===== config.mk =====
export PLATFORM = sky130hd
export DESIGN_NAME = ordered_list_insert_delete_core
export DESIGN_NICKNAME = d
export VERILOG_FILES = /design/src/sv/olid_pkg.sv /design/src/sv/olid_ctrl.sv /design/src/sv/olid_dp.sv /design/src/sv/ordered_list_insert_delete_core.sv
export VERILOG_INCLUDE_DIRS = /design/src /design/src/sv
export SDC_FILE = /design/constraint.sdc
export NUM_CORES = 1
export LEC_CHECK = 0
export CORE_ASPECT_RATIO = 1.1
export CORE_UTILIZATION = 65
export CTS_BUF_LIST = sky130_fd_sc_hd__clkbuf_8
export CTS_CLUSTER_DIAMETER = 40
export DETAILED_ROUTE_END_ITERATION = 10
export DONT_BUFFER_PORTS = 1
export GPL_ROUTABILITY_DRIVEN = 0
export PLACE_DENSITY = 0.83
export SYNTH_ARGS = -nofsm -noshare
export SYNTH_HDL_FRONTEND = slang
export SYNTH_SLANG_ARGS = --single-unit

===== constraint.sdc =====
create_clock -name clk -period 12.9 [get_ports clk]
set_clock_uncertainty 0.1 [all_clocks]
set_input_delay 1.29 -clock clk [delete_from_list [all_inputs] [get_ports clk]]
set_output_delay 1.29 -clock clk [all_outputs]
set_load 0.02 [all_outputs]

===== src/sv/ordered_list_insert_delete_core_assert.svh =====
// Assertion macros for the list core's datapath (olid_dp).
// Depends on nothing; each macro is empty when SYNTHESIS is defined.
`ifndef ORDERED_LIST_INSERT_DELETE_CORE_ASSERT_SVH
`define ORDERED_LIST_INSERT_DELETE_CORE_ASSERT_SVH
`ifndef SYNTHESIS
// Expression must never hold outside reset.
`define OLID_ASSERT_NEVER(lbl, clk, rst_n, expr, msg) \
  lbl: assert property (@(posedge clk) disable iff (!rst_n) !(expr)) else $error(msg);
// Antecedent implies consequent in the next cycle.
`define OLID_ASSERT_NEXT(lbl, clk, rst_n, ante, cons, msg) \
  lbl: assert property (@(posedge clk) disable iff (!rst_n) (ante) |=> (cons)) else $error(msg);
`else
`define OLID_ASSERT_NEVER(lbl, clk, rst_n, expr, msg)
`define OLID_ASSERT_NEXT(lbl, clk, rst_n, ante, cons, msg)
`endif
`endif


===== src/sv/olid_pkg.sv =====
// Package for the ordered list core: operation codes, FSM state type,
// and the command/status structs between controller and datapath.
package olid_pkg;

  localparam int FUNC_W = 2;
  localparam int DATA_W = 32;
  localparam int POS_W  = 6;

  localparam logic [FUNC_W-1:0] FUNC_FRONT  = 2'd0;
  localparam logic [FUNC_W-1:0] FUNC_BACK   = 2'd1;
  localparam logic [FUNC_W-1:0] FUNC_REMOVE = 2'd2;

  typedef enum logic [2:0] {
    ST_IDLE = 3'b001,
    ST_LIST = 3'b010,
    ST_DONE = 3'b100
  } state_t;

  typedef struct packed {
    logic accept;      // latch request and apply insert or remove setup
    logic step;        // read next list element and emit it
    logic emit_empty;  // emit the single empty-list beat
  } cmd_t;

  typedef struct packed {
    logic cnt_zero;    // list holds nothing
    logic at_last;     // current index is the final element
  } sts_t;

endpackage


===== src/sv/olid_ctrl.sv =====
// Controller FSM for the ordered list core: sequences accept, listing and
// the final write-back cycle. Depends on olid_pkg.
module olid_ctrl (
  input  logic          clk,
  input  logic          rst_n,
  input  logic          start,
  input  olid_pkg::sts_t sts,
  output olid_pkg::cmd_t cmd,
  output logic          busy
);

  olid_pkg::state_t state_r, state_nxt;

  always_ff @(posedge clk) begin
    if (!rst_n) begin
      state_r <= olid_pkg::ST_IDLE;
    end else begin
      state_r <= state_nxt;
    end
  end

  always_comb begin
    state_nxt = state_r;
    cmd       = '0;
    busy      = 1'b1;
    unique case (state_r)
      olid_pkg::ST_IDLE: begin
        busy = 1'b0;
        if (start) begin
          cmd.accept = 1'b1;
          state_nxt  = olid_pkg::ST_LIST;
        end
      end
      olid_pkg::ST_LIST: begin
        if (sts.cnt_zero) begin
          cmd.emit_empty = 1'b1;
          state_nxt      = olid_pkg::ST_IDLE;
        end else begin
          cmd.step = 1'b1;
          if (sts.at_last) begin
            state_nxt = olid_pkg::ST_DONE;
          end
        end
      end
      olid_pkg::ST_DONE: begin
        // let the last shift write land before the next request
        state_nxt = olid_pkg::ST_IDLE;
      end
      default: begin
        state_nxt = olid_pkg::ST_IDLE;
      end
    endcase
  end

endmodule


===== src/sv/olid_dp.sv =====
// Datapath for the ordered list core: circular element memory, head and
// count, listing index and output beat registers. Depends on olid_pkg.
`include "ordered_list_insert_delete_core_assert.svh"
module olid_dp #(
  parameter int DEPTH = 32
) (
  input  logic                          clk,
  input  logic                          rst_n,
  input  olid_pkg::cmd_t                cmd,
  output olid_pkg::sts_t                sts,
  input  logic [olid_pkg::FUNC_W-1:0]   in_func,
  input  logic signed [olid_pkg::DATA_W-1:0] in_value,
  input  logic [olid_pkg::POS_W-1:0]    in_position,
  output logic                          out_valid,
  output logic signed [olid_pkg::DATA_W-1:0] out_element,
  output logic                          out_last,
  output logic                          out_empty_res,
  output logic                          out_dropped
);

  localparam int AW = (DEPTH > 1) ? $clog2(DEPTH) : 1;
  localparam int CW = $clog2(DEPTH + 1);

  logic [olid_pkg::DATA_W-1:0] mem [DEPTH];

  logic [AW-1:0]              head_r, head_nxt;
  logic [CW-1:0]              count_r, count_nxt;
  logic [CW-1:0]              idx_r, idx_nxt;
  logic [olid_pkg::POS_W-1:0] pos_r;
  logic                       rm_r, drop_r;
  logic [olid_pkg::DATA_W-1:0] rd_r;
  logic                       ov_r, olast_r, oempty_r, odrop_r;
  logic                       wen_r;
  logic [AW-1:0]              waddr_r;

  logic                       full, is_insert, ins_ok, rm_ok, shifting;
  logic [AW-1:0]              head_dec, ins_addr, rd_addr, cur_addr;
  logic [CW-1:0]              cnt_m1, rd_idx;

  function automatic logic [AW-1:0] phys(input logic [AW-1:0] hd,
                                         input logic [CW-1:0] l);
    logic [CW:0] s;
    s = (CW+1)'(hd) + (CW+1)'(l);
    if (s >= (CW+1)'(DEPTH)) s = s - (CW+1)'(DEPTH);
    return s[AW-1:0];
  endfunction

  assign full      = (count_r == CW'(DEPTH));
  assign is_insert = (in_func == olid_pkg::FUNC_FRONT) || (in_func == olid_pkg::FUNC_BACK);
  assign ins_ok    = is_insert && !full;
  assign rm_ok     = !is_insert && (32'(in_position) < 32'(count_r));
  assign head_dec  = (head_r == '0) ? AW'(DEPTH - 1) : head_r - AW'(1);
  assign ins_addr  = (in_func == olid_pkg::FUNC_FRONT) ? head_dec : phys(head_r, count_r);
  assign cnt_m1    = count_r - CW'(1);

  // past the removed slot, read one ahead and write it back one lower
  assign shifting  = rm_r && (32'(idx_r) >= 32'(pos_r));
  assign rd_idx    = shifting ? idx_r + CW'(1) : idx_r;
  assign rd_addr   = phys(head_r, rd_idx);
  assign cur_addr  = phys(head_r, idx_r);

  assign sts.cnt_zero = (count_r == '0);
  assign sts.at_last  = (idx_r == cnt_m1);

  always_comb begin
    head_nxt  = head_r;
    count_nxt = count_r;
    idx_nxt   = idx_r;
    if (cmd.accept) begin
      idx_nxt = '0;
      if (ins_ok) begin
        count_nxt = count_r + CW'(1);
        if (in_func == olid_pkg::FUNC_FRONT) begin
          head_nxt = head_dec;
        end
      end else if (rm_ok) begin
        count_nxt = cnt_m1;
      end
    end else if (cmd.step) begin
      idx_nxt = idx_r + CW'(1);
    end
  end

  always_ff @(posedge clk) begin
    if (!rst_n) begin
      head_r  <= '0;
      count_r <= '0;
      idx_r   <= '0;
      ov_r    <= 1'b0;
      wen_r   <= 1'b0;
    end else begin
      head_r  <= head_nxt;
      count_r <= count_nxt;
      idx_r   <= idx_nxt;
      ov_r    <= cmd.step || cmd.emit_empty;
      wen_r   <= cmd.step && shifting;
    end
  end

  always_ff @(posedge clk) begin
    if (cmd.accept) begin
      pos_r  <= in_position;
      rm_r   <= rm_ok;
      drop_r <= is_insert && full;
    end
    if (cmd.step || cmd.emit_empty) begin
      olast_r  <= cmd.emit_empty || sts.at_last;
      oempty_r <= cmd.emit_empty;
      odrop_r  <= drop_r;
    end
    waddr_r <= cur_addr;
  end

  // single write port: insert at accept, or shift write-back from the registered read data and address
  always_ff @(posedge clk) begin
    if (cmd.accept && ins_ok) begin
      mem[ins_addr] <= in_value;
    end else if (wen_r) begin
      mem[waddr_r] <= rd_r;
    end
    if (cmd.step) begin
      rd_r <= mem[rd_addr];
    end else if (cmd.emit_empty) begin
      rd_r <= '0;
    end
  end

  assign out_valid     = ov_r;
  assign out_element   = rd_r;
  assign out_last      = olast_r;
  assign out_empty_res = oempty_r;
  assign out_dropped   = odrop_r;

  `OLID_ASSERT_NEVER(a_wr_conflict, clk, rst_n, cmd.accept && wen_r, "write port conflict")
  `OLID_ASSERT_NEVER(a_count_range, clk, rst_n, count_r > CW'(DEPTH), "count above depth")
  `OLID_ASSERT_NEVER(a_head_range, clk, rst_n, 32'(head_r) >= DEPTH, "head out of range")
  `OLID_ASSERT_NEXT(a_last_gap, clk, rst_n, ov_r && olast_r, !ov_r, "beat right after last")

endmodule


===== src/sv/ordered_list_insert_delete_core.sv =====
// Ordered list core: insert at front, append at back, remove at position.
// Flow: a request is accepted in idle, then the list is emitted one beat per
// cycle out of the single read port of the element memory (one empty-result
// beat for an empty list), then a write-back state ends a non-empty listing.
// Reset (rst_n low, synchronous) empties the list; element storage is not
// cleared. out_valid strobes each beat for one cycle; no stall is possible.
module ordered_list_insert_delete_core #(
  parameter int DEPTH = 32
) (
  input  logic                              clk,
  input  logic                              rst_n,
  input  logic                              start,
  output logic                              busy,
  input  logic [olid_pkg::FUNC_W-1:0]       in_func,
  input  logic signed [olid_pkg::DATA_W-1:0] in_value,
  input  logic [olid_pkg::POS_W-1:0]        in_position,
  output logic                              out_valid,
  output logic signed [olid_pkg::DATA_W-1:0] out_element,
  output logic                              out_last,
  output logic                              out_empty_res,
  output logic                              out_dropped
);

  olid_pkg::cmd_t cmd;
  olid_pkg::sts_t sts;

  olid_ctrl u_ctrl (
    .clk   (clk),
    .rst_n (rst_n),
    .start (start),
    .sts   (sts),
    .cmd   (cmd),
    .busy  (busy)
  );

  olid_dp #(
    .DEPTH (DEPTH)
  ) u_dp (
    .clk           (clk),
    .rst_n         (rst_n),
    .cmd           (cmd),
    .sts           (sts),
    .in_func       (in_func),
    .in_value      (in_value),
    .in_position   (in_position),
    .out_valid     (out_valid),
    .out_element   (out_element),
    .out_last      (out_last),
    .out_empty_res (out_empty_res),
    .out_dropped   (out_dropped)
  );

endmodule

# Word-level counts from Yosys, hierarchy flattened

Memories as Yosys holds them, arrays and structs flattened.
Index checks and enable logic that the tools add are counted.

Memory bits (read-only): 0
Logic and storage cells: 87
Bits in writable memories: 1024
Bits in registers: 70
Memories kept: 1
Output and inout port bits: 37
Input port bits: 43
Latch bits: 0

Memory list:

| name     | words | width | read ports | clocked after memory_dff | write ports | line          | source |
|---|---|---|---|---|---|---|---|
| u_dp.mem | 32    | 32    | 1          | 0                        | 1           | olid_dp.sv:24 | `logic [olid_pkg::DATA_W-1:0] mem [DEPTH];` |

$add $sub $neg: 10
Reductions and logical operators: 21
Shifts and indexed selects: 0
Mux-type cells: 28
Multipliers: 0
$lt $le $gt $ge: 5
Eq/ne operators: 7
Div/mod/pow operators: 0
Bitwise logic cells: 1

Operator list:

| cell                                                               | count |
|---|---|
| two-way mux 32 bit                                                 | 3 |
| OR reduction 32 bit                                                | 1 |
| two-way mux 5 bit                                                  | 6 |
| adder 5 x 6 -> 7 bit                                               | 3 |
| greater-or-equal comparator 7 x 6 -> 1 bit (second input constant) | 3 |
| subtractor 5 x 1 -> 5 bit (second input constant)                  | 4 |
| two-way mux 6 bit                                                  | 3 |
| adder 6 x 1 -> 6 bit (second input constant)                       | 2 |
| two-way mux 1 bit                                                  | 11 |
| two-way mux 3 bit                                                  | 3 |
| == test 6 bit                                                      | 1 |
| == test 6 bit (second input constant)                              | 1 |
| greater-or-equal comparator 6 bit                                  | 1 |
| logical AND 1 bit                                                  | 6 |
| logical NOT 6 bit                                                  | 1 |
| less-than comparator 6 bit                                         | 1 |
| one-hot mux 3 bit (2 select lines)                                 | 1 |
| subtractor 6 x 1 -> 6 bit (second input constant)                  | 1 |
| logical NOT 5 bit                                                  | 1 |
| AND reduction 2 bit                                                | 2 |
| nonzero test 2 bit                                                 | 2 |
| == test 3 x 1 -> 1 bit (second input constant)                     | 1 |
| == test 3 x 2 -> 1 bit (second input constant)                     | 1 |
| logical OR 1 bit                                                   | 3 |
| 9 further kinds                                                    | 10 |

# Logic depth before layout (Yosys ltp)

Depth in word-level cells: 8
Mapped depth: 18
Depth with buffers taken out: 15

# By module

A second synthesis with hierarchy kept.

Cell total of the unflattened synthesis: 1882
Area, all modules: 43141.4 µm²

Modules (own cells, without submodules):

| module    | times used | area an instance (µm²) | sequential area each (µm²) | cells an instance |
|---|---|---|---|---|
| olid_dp   | 1          | 42997.5                | 32521.2                    | 1870 |
| olid_ctrl | 1          | 143.9                  | 60.1                       | 12 |

# Worst setup path before layout

No wires, ideal clock.

Path kind: input to register
Start: input port in_func[1] in the netlist's numbering
End: memory u_dp.mem[18][0] in the netlist's numbering, enable pin
Setup slack: 8232 ps
Library setup time: 421 ps
Required time: 12379 ps
Data arrival time: 4147 ps
Cell stages on the path: 6
Buffers on the path: 1
Path through: clkbuf_1 -> nor2_1 -> a211oi_1 -> nor4_1 -> a32oi_2 -> nor2_1

Cells in the longest elaborated chain, start to end: 8
Elaborated cells between the ends (all ways): 13
Those cells by class: eq/ne: 1; mux: 7; reduce/logical: 5

RTL lines:

| what                                                                           | line                                  | source |
|---|---|---|
| start, declared                                                                | ordered_list_insert_delete_core.sv:14 | `input logic [olid_pkg::FUNC_W-1:0] in_func,` |
| == test 2 x 1 -> 1 bit / logical NOT 2 bit (equally long branches)             | olid_dp.sv:49, olid_dp.sv:53          |  |
| logical OR 1 bit                                                               | olid_dp.sv:49                         | `assign is_insert = (in_func == olid_pkg::FUNC_FRONT) \|\| (in_func == olid_pkg::FUNC_BACK);` |
| logical AND 1 bit                                                              | olid_dp.sv:50                         | `assign ins_ok = is_insert && !full;` |
| logical AND 1 bit                                                              | olid_dp.sv:116                        | `if (cmd.accept && ins_ok) begin` |
| two-way mux 1 bit                                                              | olid_dp.sv:116                        |  |
| two-way mux 1 bit (implied by the code)                                        | olid_dp.sv:119                        | `mem[waddr_r] <= rd_r;` |
| OR reduction 32 bit (no source line)                                           | --                                    |  |
| two-way mux 5 bit (no source line) / two-way mux 1 bit (equally long branches) | --                                    |  |
| end, declared                                                                  | olid_dp.sv:24                         |  |

Several ways; a longest one is shown, not always the timed one.

# Worst setup path in the final report

Start: register u_dp.idx_r[0]
End: register u_dp.rd_r (netlist bit u_dp.out_element[10]), data pin

Cells in the longest elaborated chain, start to end: 8
Elaborated cells between the ends (all ways): 10
Those cells by class: add/sub: 3; order compare: 2; mux: 3; reduce/logical: 1; memory: 1

RTL lines:

| what                                                                                           | line           | source |
|---|---|---|
| start, declared                                                                                | olid_dp.sv:28  | `logic [CW-1:0] idx_r, idx_nxt;` |
| start signal, assigned                                                                         | olid_dp.sv:94  | `idx_r <= idx_nxt;` |
| greater-or-equal comparator 6 bit                                                              | olid_dp.sv:57  | `assign shifting = rm_r && (32'(idx_r) >= 32'(pos_r));` |
| logical AND 1 bit                                                                              | olid_dp.sv:57  |  |
| two-way mux 6 bit (*)                                                                          | olid_dp.sv:58  | `assign rd_idx = shifting ? idx_r + CW'(1) : idx_r;` |
| adder 5 x 6 -> 7 bit (*)                                                                       | olid_dp.sv:43  | `s = (CW+1)'(hd) + (CW+1)'(l);` |
| greater-or-equal comparator 7 x 6 -> 1 bit / subtractor 5 x 1 -> 5 bit (equally long branches) | olid_dp.sv:44  | `if (s >= (CW+1)'(DEPTH)) s = s - (CW+1)'(DEPTH);` |
| two-way mux 5 bit (*)                                                                          | olid_dp.sv:44  |  |
| memory read (32 x 32 bit) (*)                                                                  | --             |  |
| two-way mux 32 bit (*)                                                                         | olid_dp.sv:121 | `if (cmd.step) begin` |
| end signal, assigned                                                                           | olid_dp.sv:122 | `rd_r <= mem[rd_addr];` |
| end, declared                                                                                  | olid_dp.sv:31  | `logic [olid_pkg::DATA_W-1:0] rd_r;` |

Every way passes the cells marked *; elsewhere a longest branch is shown, timed or not.
A chain may end at the register's enable or synchronous reset.

==> impl_metrics.json <==
{
  "status": "finished with violations",
  "violations": "design-rule violations",
  "reg2reg_from": "u_dp.idx_r[0]",
  "cts_num_sinks": 1094,
  "start_util": 0.6581,
  "detail_route.vias_per_cell": 7.181,
  "track_usage": 0.3181,
  "rr_endpoint": "u_dp.out_element[10]",
  "core_mm2": 0.06511,
  "setup_viol_count_final": 0,
  "fp-row-count": 98,
  "min-delay-start": "u_dp.drop_r",
  "hp-class": "flip-flop to flip-flop",
  "drcViolationCount": 12,
  "worstPathRequired_ns": 13.34,
  "dpl.hpwl_um": 50780,
  "synthArstFlopShare": 0,
  "drt_iter0_markers": 2778,
  "ctsHtreeMaxLevel": 4,
  "synth_cell_type_count": 56,
  "clk_latency_ns": 0.83,
  "startpoint_type": "flip-flop",
  "numCtsBuffers": 159,
  "cp_max_fo": 69,
  "port_buffers": 0,
  "grt_use_met1": 0.4081,
  "cp.arrival_ns": 7.31,
  "synth-edff-count": 1067,
  "mappedNetlistArea_mm2": 0.04285,
  "whs_path_depth": 0,
  "placedInstanceArea_mm2": 0.04416,
  "drtAntennaViolNets": 0,
  "die_w_um": 246.8,
  "relSlewSlack": 0.2488,
  "grt_pass1_wl_um": 147100,
  "end_kind": "flip-flop",
  "ir_drop_mv": 0.1061,
  "die_area_mm2": 0.06695,
  "r2r_slack_ns": 6.04,
  "grt_overflow_total": 0,
  "final_hold_viol_count": 0,
  "crit_type": "flip-flop to flip-flop",
  "ys_ff_latch": 1094,
  "die_h_um": 271.3,
  "top_usage_layer": "met2",
  "synth_nets": 1956,
  "synth-main-ff-cell": "edfxtp_1",
  "finalSetupTns_ns": 0,
  "cts-resized-gates": 0,
  "power_density_mw_per_mm2": 149.6,
  "use_met2": 0.5180,
  "leakage_nw": 14.66,
  "avgSynthCellArea_um2": 22.77,
  "grt_util_met3": 0.06911,
  "fill_cells": 3293,
  "postCtsSetupBuffers": 0,
  "antenna_found_initial": 3,
  "synth_cells": 1882,
  "post-route-util": 0.7235,
  "postLayoutCellArea_mm2": 0.04711,
  "yosysSeqAreaShare": 0.7604,
  "grt_setup_unrepaired": "false",
  "root_buffer": "clkbuf_8",
  "ys.warnings.count": 0,
  "area_growth_pct": 9.943,
  "min_period_ns": 6.862,
  "r2r_cells": 14,
  "wire_per_inst_um": 34.39,
  "cts_tree": "done",
  "layout_setup_ws_ns": 6.038,
  "drv_cap": 0,
  "vias": 21350,
  "nNetsFinal": 2074,
  "whs_ns": 0.3238,
  "fmax_ghz": 0.1457,
  "wl_um": 102300,
  "dr.pass1.iters": 10,
  "finalMaxSlewViolations": 0,
  "pre_cts_ws_ns": 6.133,
  "grt_pass1_vias": 21700,
  "tightest_slew_ns": 1.127,
  "drive_gt1_frac": 0.3065,
  "cts_max_path_buffers": 3,
  "clkTransAtPathRegs_ns": 0.06,
  "ios": 80,
  "grt_start_max_net_pins": 98,
  "final_min_period_over_clock_period": 0.5320,
  "postCtsHoldBufs": 0,
  "whs_endpoint": "u_dp.out_dropped"
}
## where the power goes
| group | switching, mW | leakage (nW) | internal, mW |
|---|---|---|---|
| combinational | 0.266 | 3.11 | 0.188 |
| sequential | 0.0239 | 9.91 | 3.96 |
| clock | 1.31 | 1.64 | 1.30 |
## through the flow
| stage | power, mW | instances |
|---|---|---|
| after floorplan | 4.374 | 1882 |
| after global placement | 4.487 | 2689 |
| after detailed placement | 4.511 | 2689 |
| after CTS | 7.066 | 2971 |
| after global routing | 7.235 | 2973 |
| final | 7.047 | 2973 |
## logic make-up after synthesis
family | Yosys count | synth area share
buffers and inverters | 116 | 0.01171
AO/OA/AOI/OAI | 110 | 0.01863
XOR/XNOR | 32 | 0.006541
multiplexers | 355 | 0.1773
AND/OR/NAND/NOR | 144 | 0.01577
flip-flops | 1094 | 0.7604
adder cells (fa/ha/maj) | 31 | 0.009578
## routing by layer
metal,vias up,routed length [um]
li1,8255,-
met1,11040,34190
met2,1708,51530
met3,348,10920
met4,0,5612
met5,-,0
## synthesized netlist by cell type (2+ instances only)
cell type	instances	area share
a21o_1	5	0.00088
o31ai_1	3	0.00053
mux4_2	320	0.17
dfxtp_1	27	0.013
nor2_1	62	0.0054
mux2_2	33	0.0087
nor3_1	9	0.0011
a21oi_1	24	0.0028
edfxtp_1	1067	0.75
fa_1	3	0.0014
nor4_1	5	0.00073
or3_1	6	0.00088
ha_1	28	0.0082
nor2b_1	4	0.00058
o32a_1	2	0.00047
o32ai_1	3	0.00061
and3_1	3	0.00044
nor3_2	3	0.00070
nand2_1	26	0.0023
inv_1	24	0.0021
buf_1	7	0.00061
nand2b_1	4	0.00058
and2_1	2	0.00029
xnor2_1	21	0.0043
a22o_1	32	0.0065
buf_2	29	0.0034
nand3_1	12	0.0014
o22ai_1	4	0.00058
mux2i_1	2	0.00047
nand4_1	2	0.00029
xor2_1	11	0.0022
o211ai_1	2	0.00035
a32oi_2	2	0.00076
a41oi_1	2	0.00041
o21ai_0	18	0.0021
clkbuf_1	52	0.0046
buf_6	4	0.0011
## how the worst max path moves through the flow
| stage | start | endpoint | slack (ns) |
|---|---|---|---|
| global placement | u_dp.idx_r[2] | u_dp.out_element[10] | 6.30 |
| CTS | u_dp.idx_r[0] | u_dp.out_element[12] | 6.09 |
| floorplan | in_func[1] | u_dp.mem[18][0] | 8.23 |
| finish | u_dp.idx_r[0] | u_dp.out_element[10] | 6.04 |
| global route | u_dp.idx_r[2] | u_dp.out_element[10] | 5.83 |
| detailed placement | u_dp.idx_r[0] | u_dp.out_element[12] | 6.13 |
## critical path, cell delays in order (launching register included)
cell     delay [ns]
dfxtp_1        0.50
inv_1          0.10
ha_1           0.30
nor2b_1        0.05
o21ai_0        0.25
a41o_1         0.24
nand2_1        0.13
xnor2_1        0.19
ha_4           0.19
fa_4           1.38
buf_4          0.94
buf_4          0.90
mux4_2         0.44
mux4_2         0.49
a22o_1         0.25
## cells in the final DEF (no fill, tap or decap), drive strengths merged, types with 6 or more instances in the layout
master and instances:
edfxtp 1067, mux4 320, clkbuf 166, inv 70, nor2 62, clkinv 60, buf 49, mux2 33
a22o 32, ha 28, dfxtp 27, nand2 27, a21oi 24, xnor2 21, o21ai 20, nand3 12
nor3 12, xor2 11, or3 6
## state kept, by name (all words and copies together) (netlist names), 3 cells and up
name and flops:
u_ctrl.state_r 3, u_dp.out_element 32, u_dp.count_r 6, u_dp.head_r 5
u_dp.idx_r 6, u_dp.waddr_r 5, u_dp.pos_r 6, u_dp.mem 1024
## area by class of cell
cell class / count / area, um2 / share of cell area
tap: 850 / 1064 / 0.02258
multi-input combinational: 672 / 10050 / 0.2133
clock inverter: 116 / 654.4 / 0.01389
timing repair buffer: 49 / 380.4 / 0.008075
sequential: 1094 / 32580 / 0.6917
inverter: 24 / 90.09 / 0.001912
antenna: 2 / 5.005 / 0.0001062
clock buffer: 166 / 2285 / 0.04850
(Power assumes the default switching activity.)
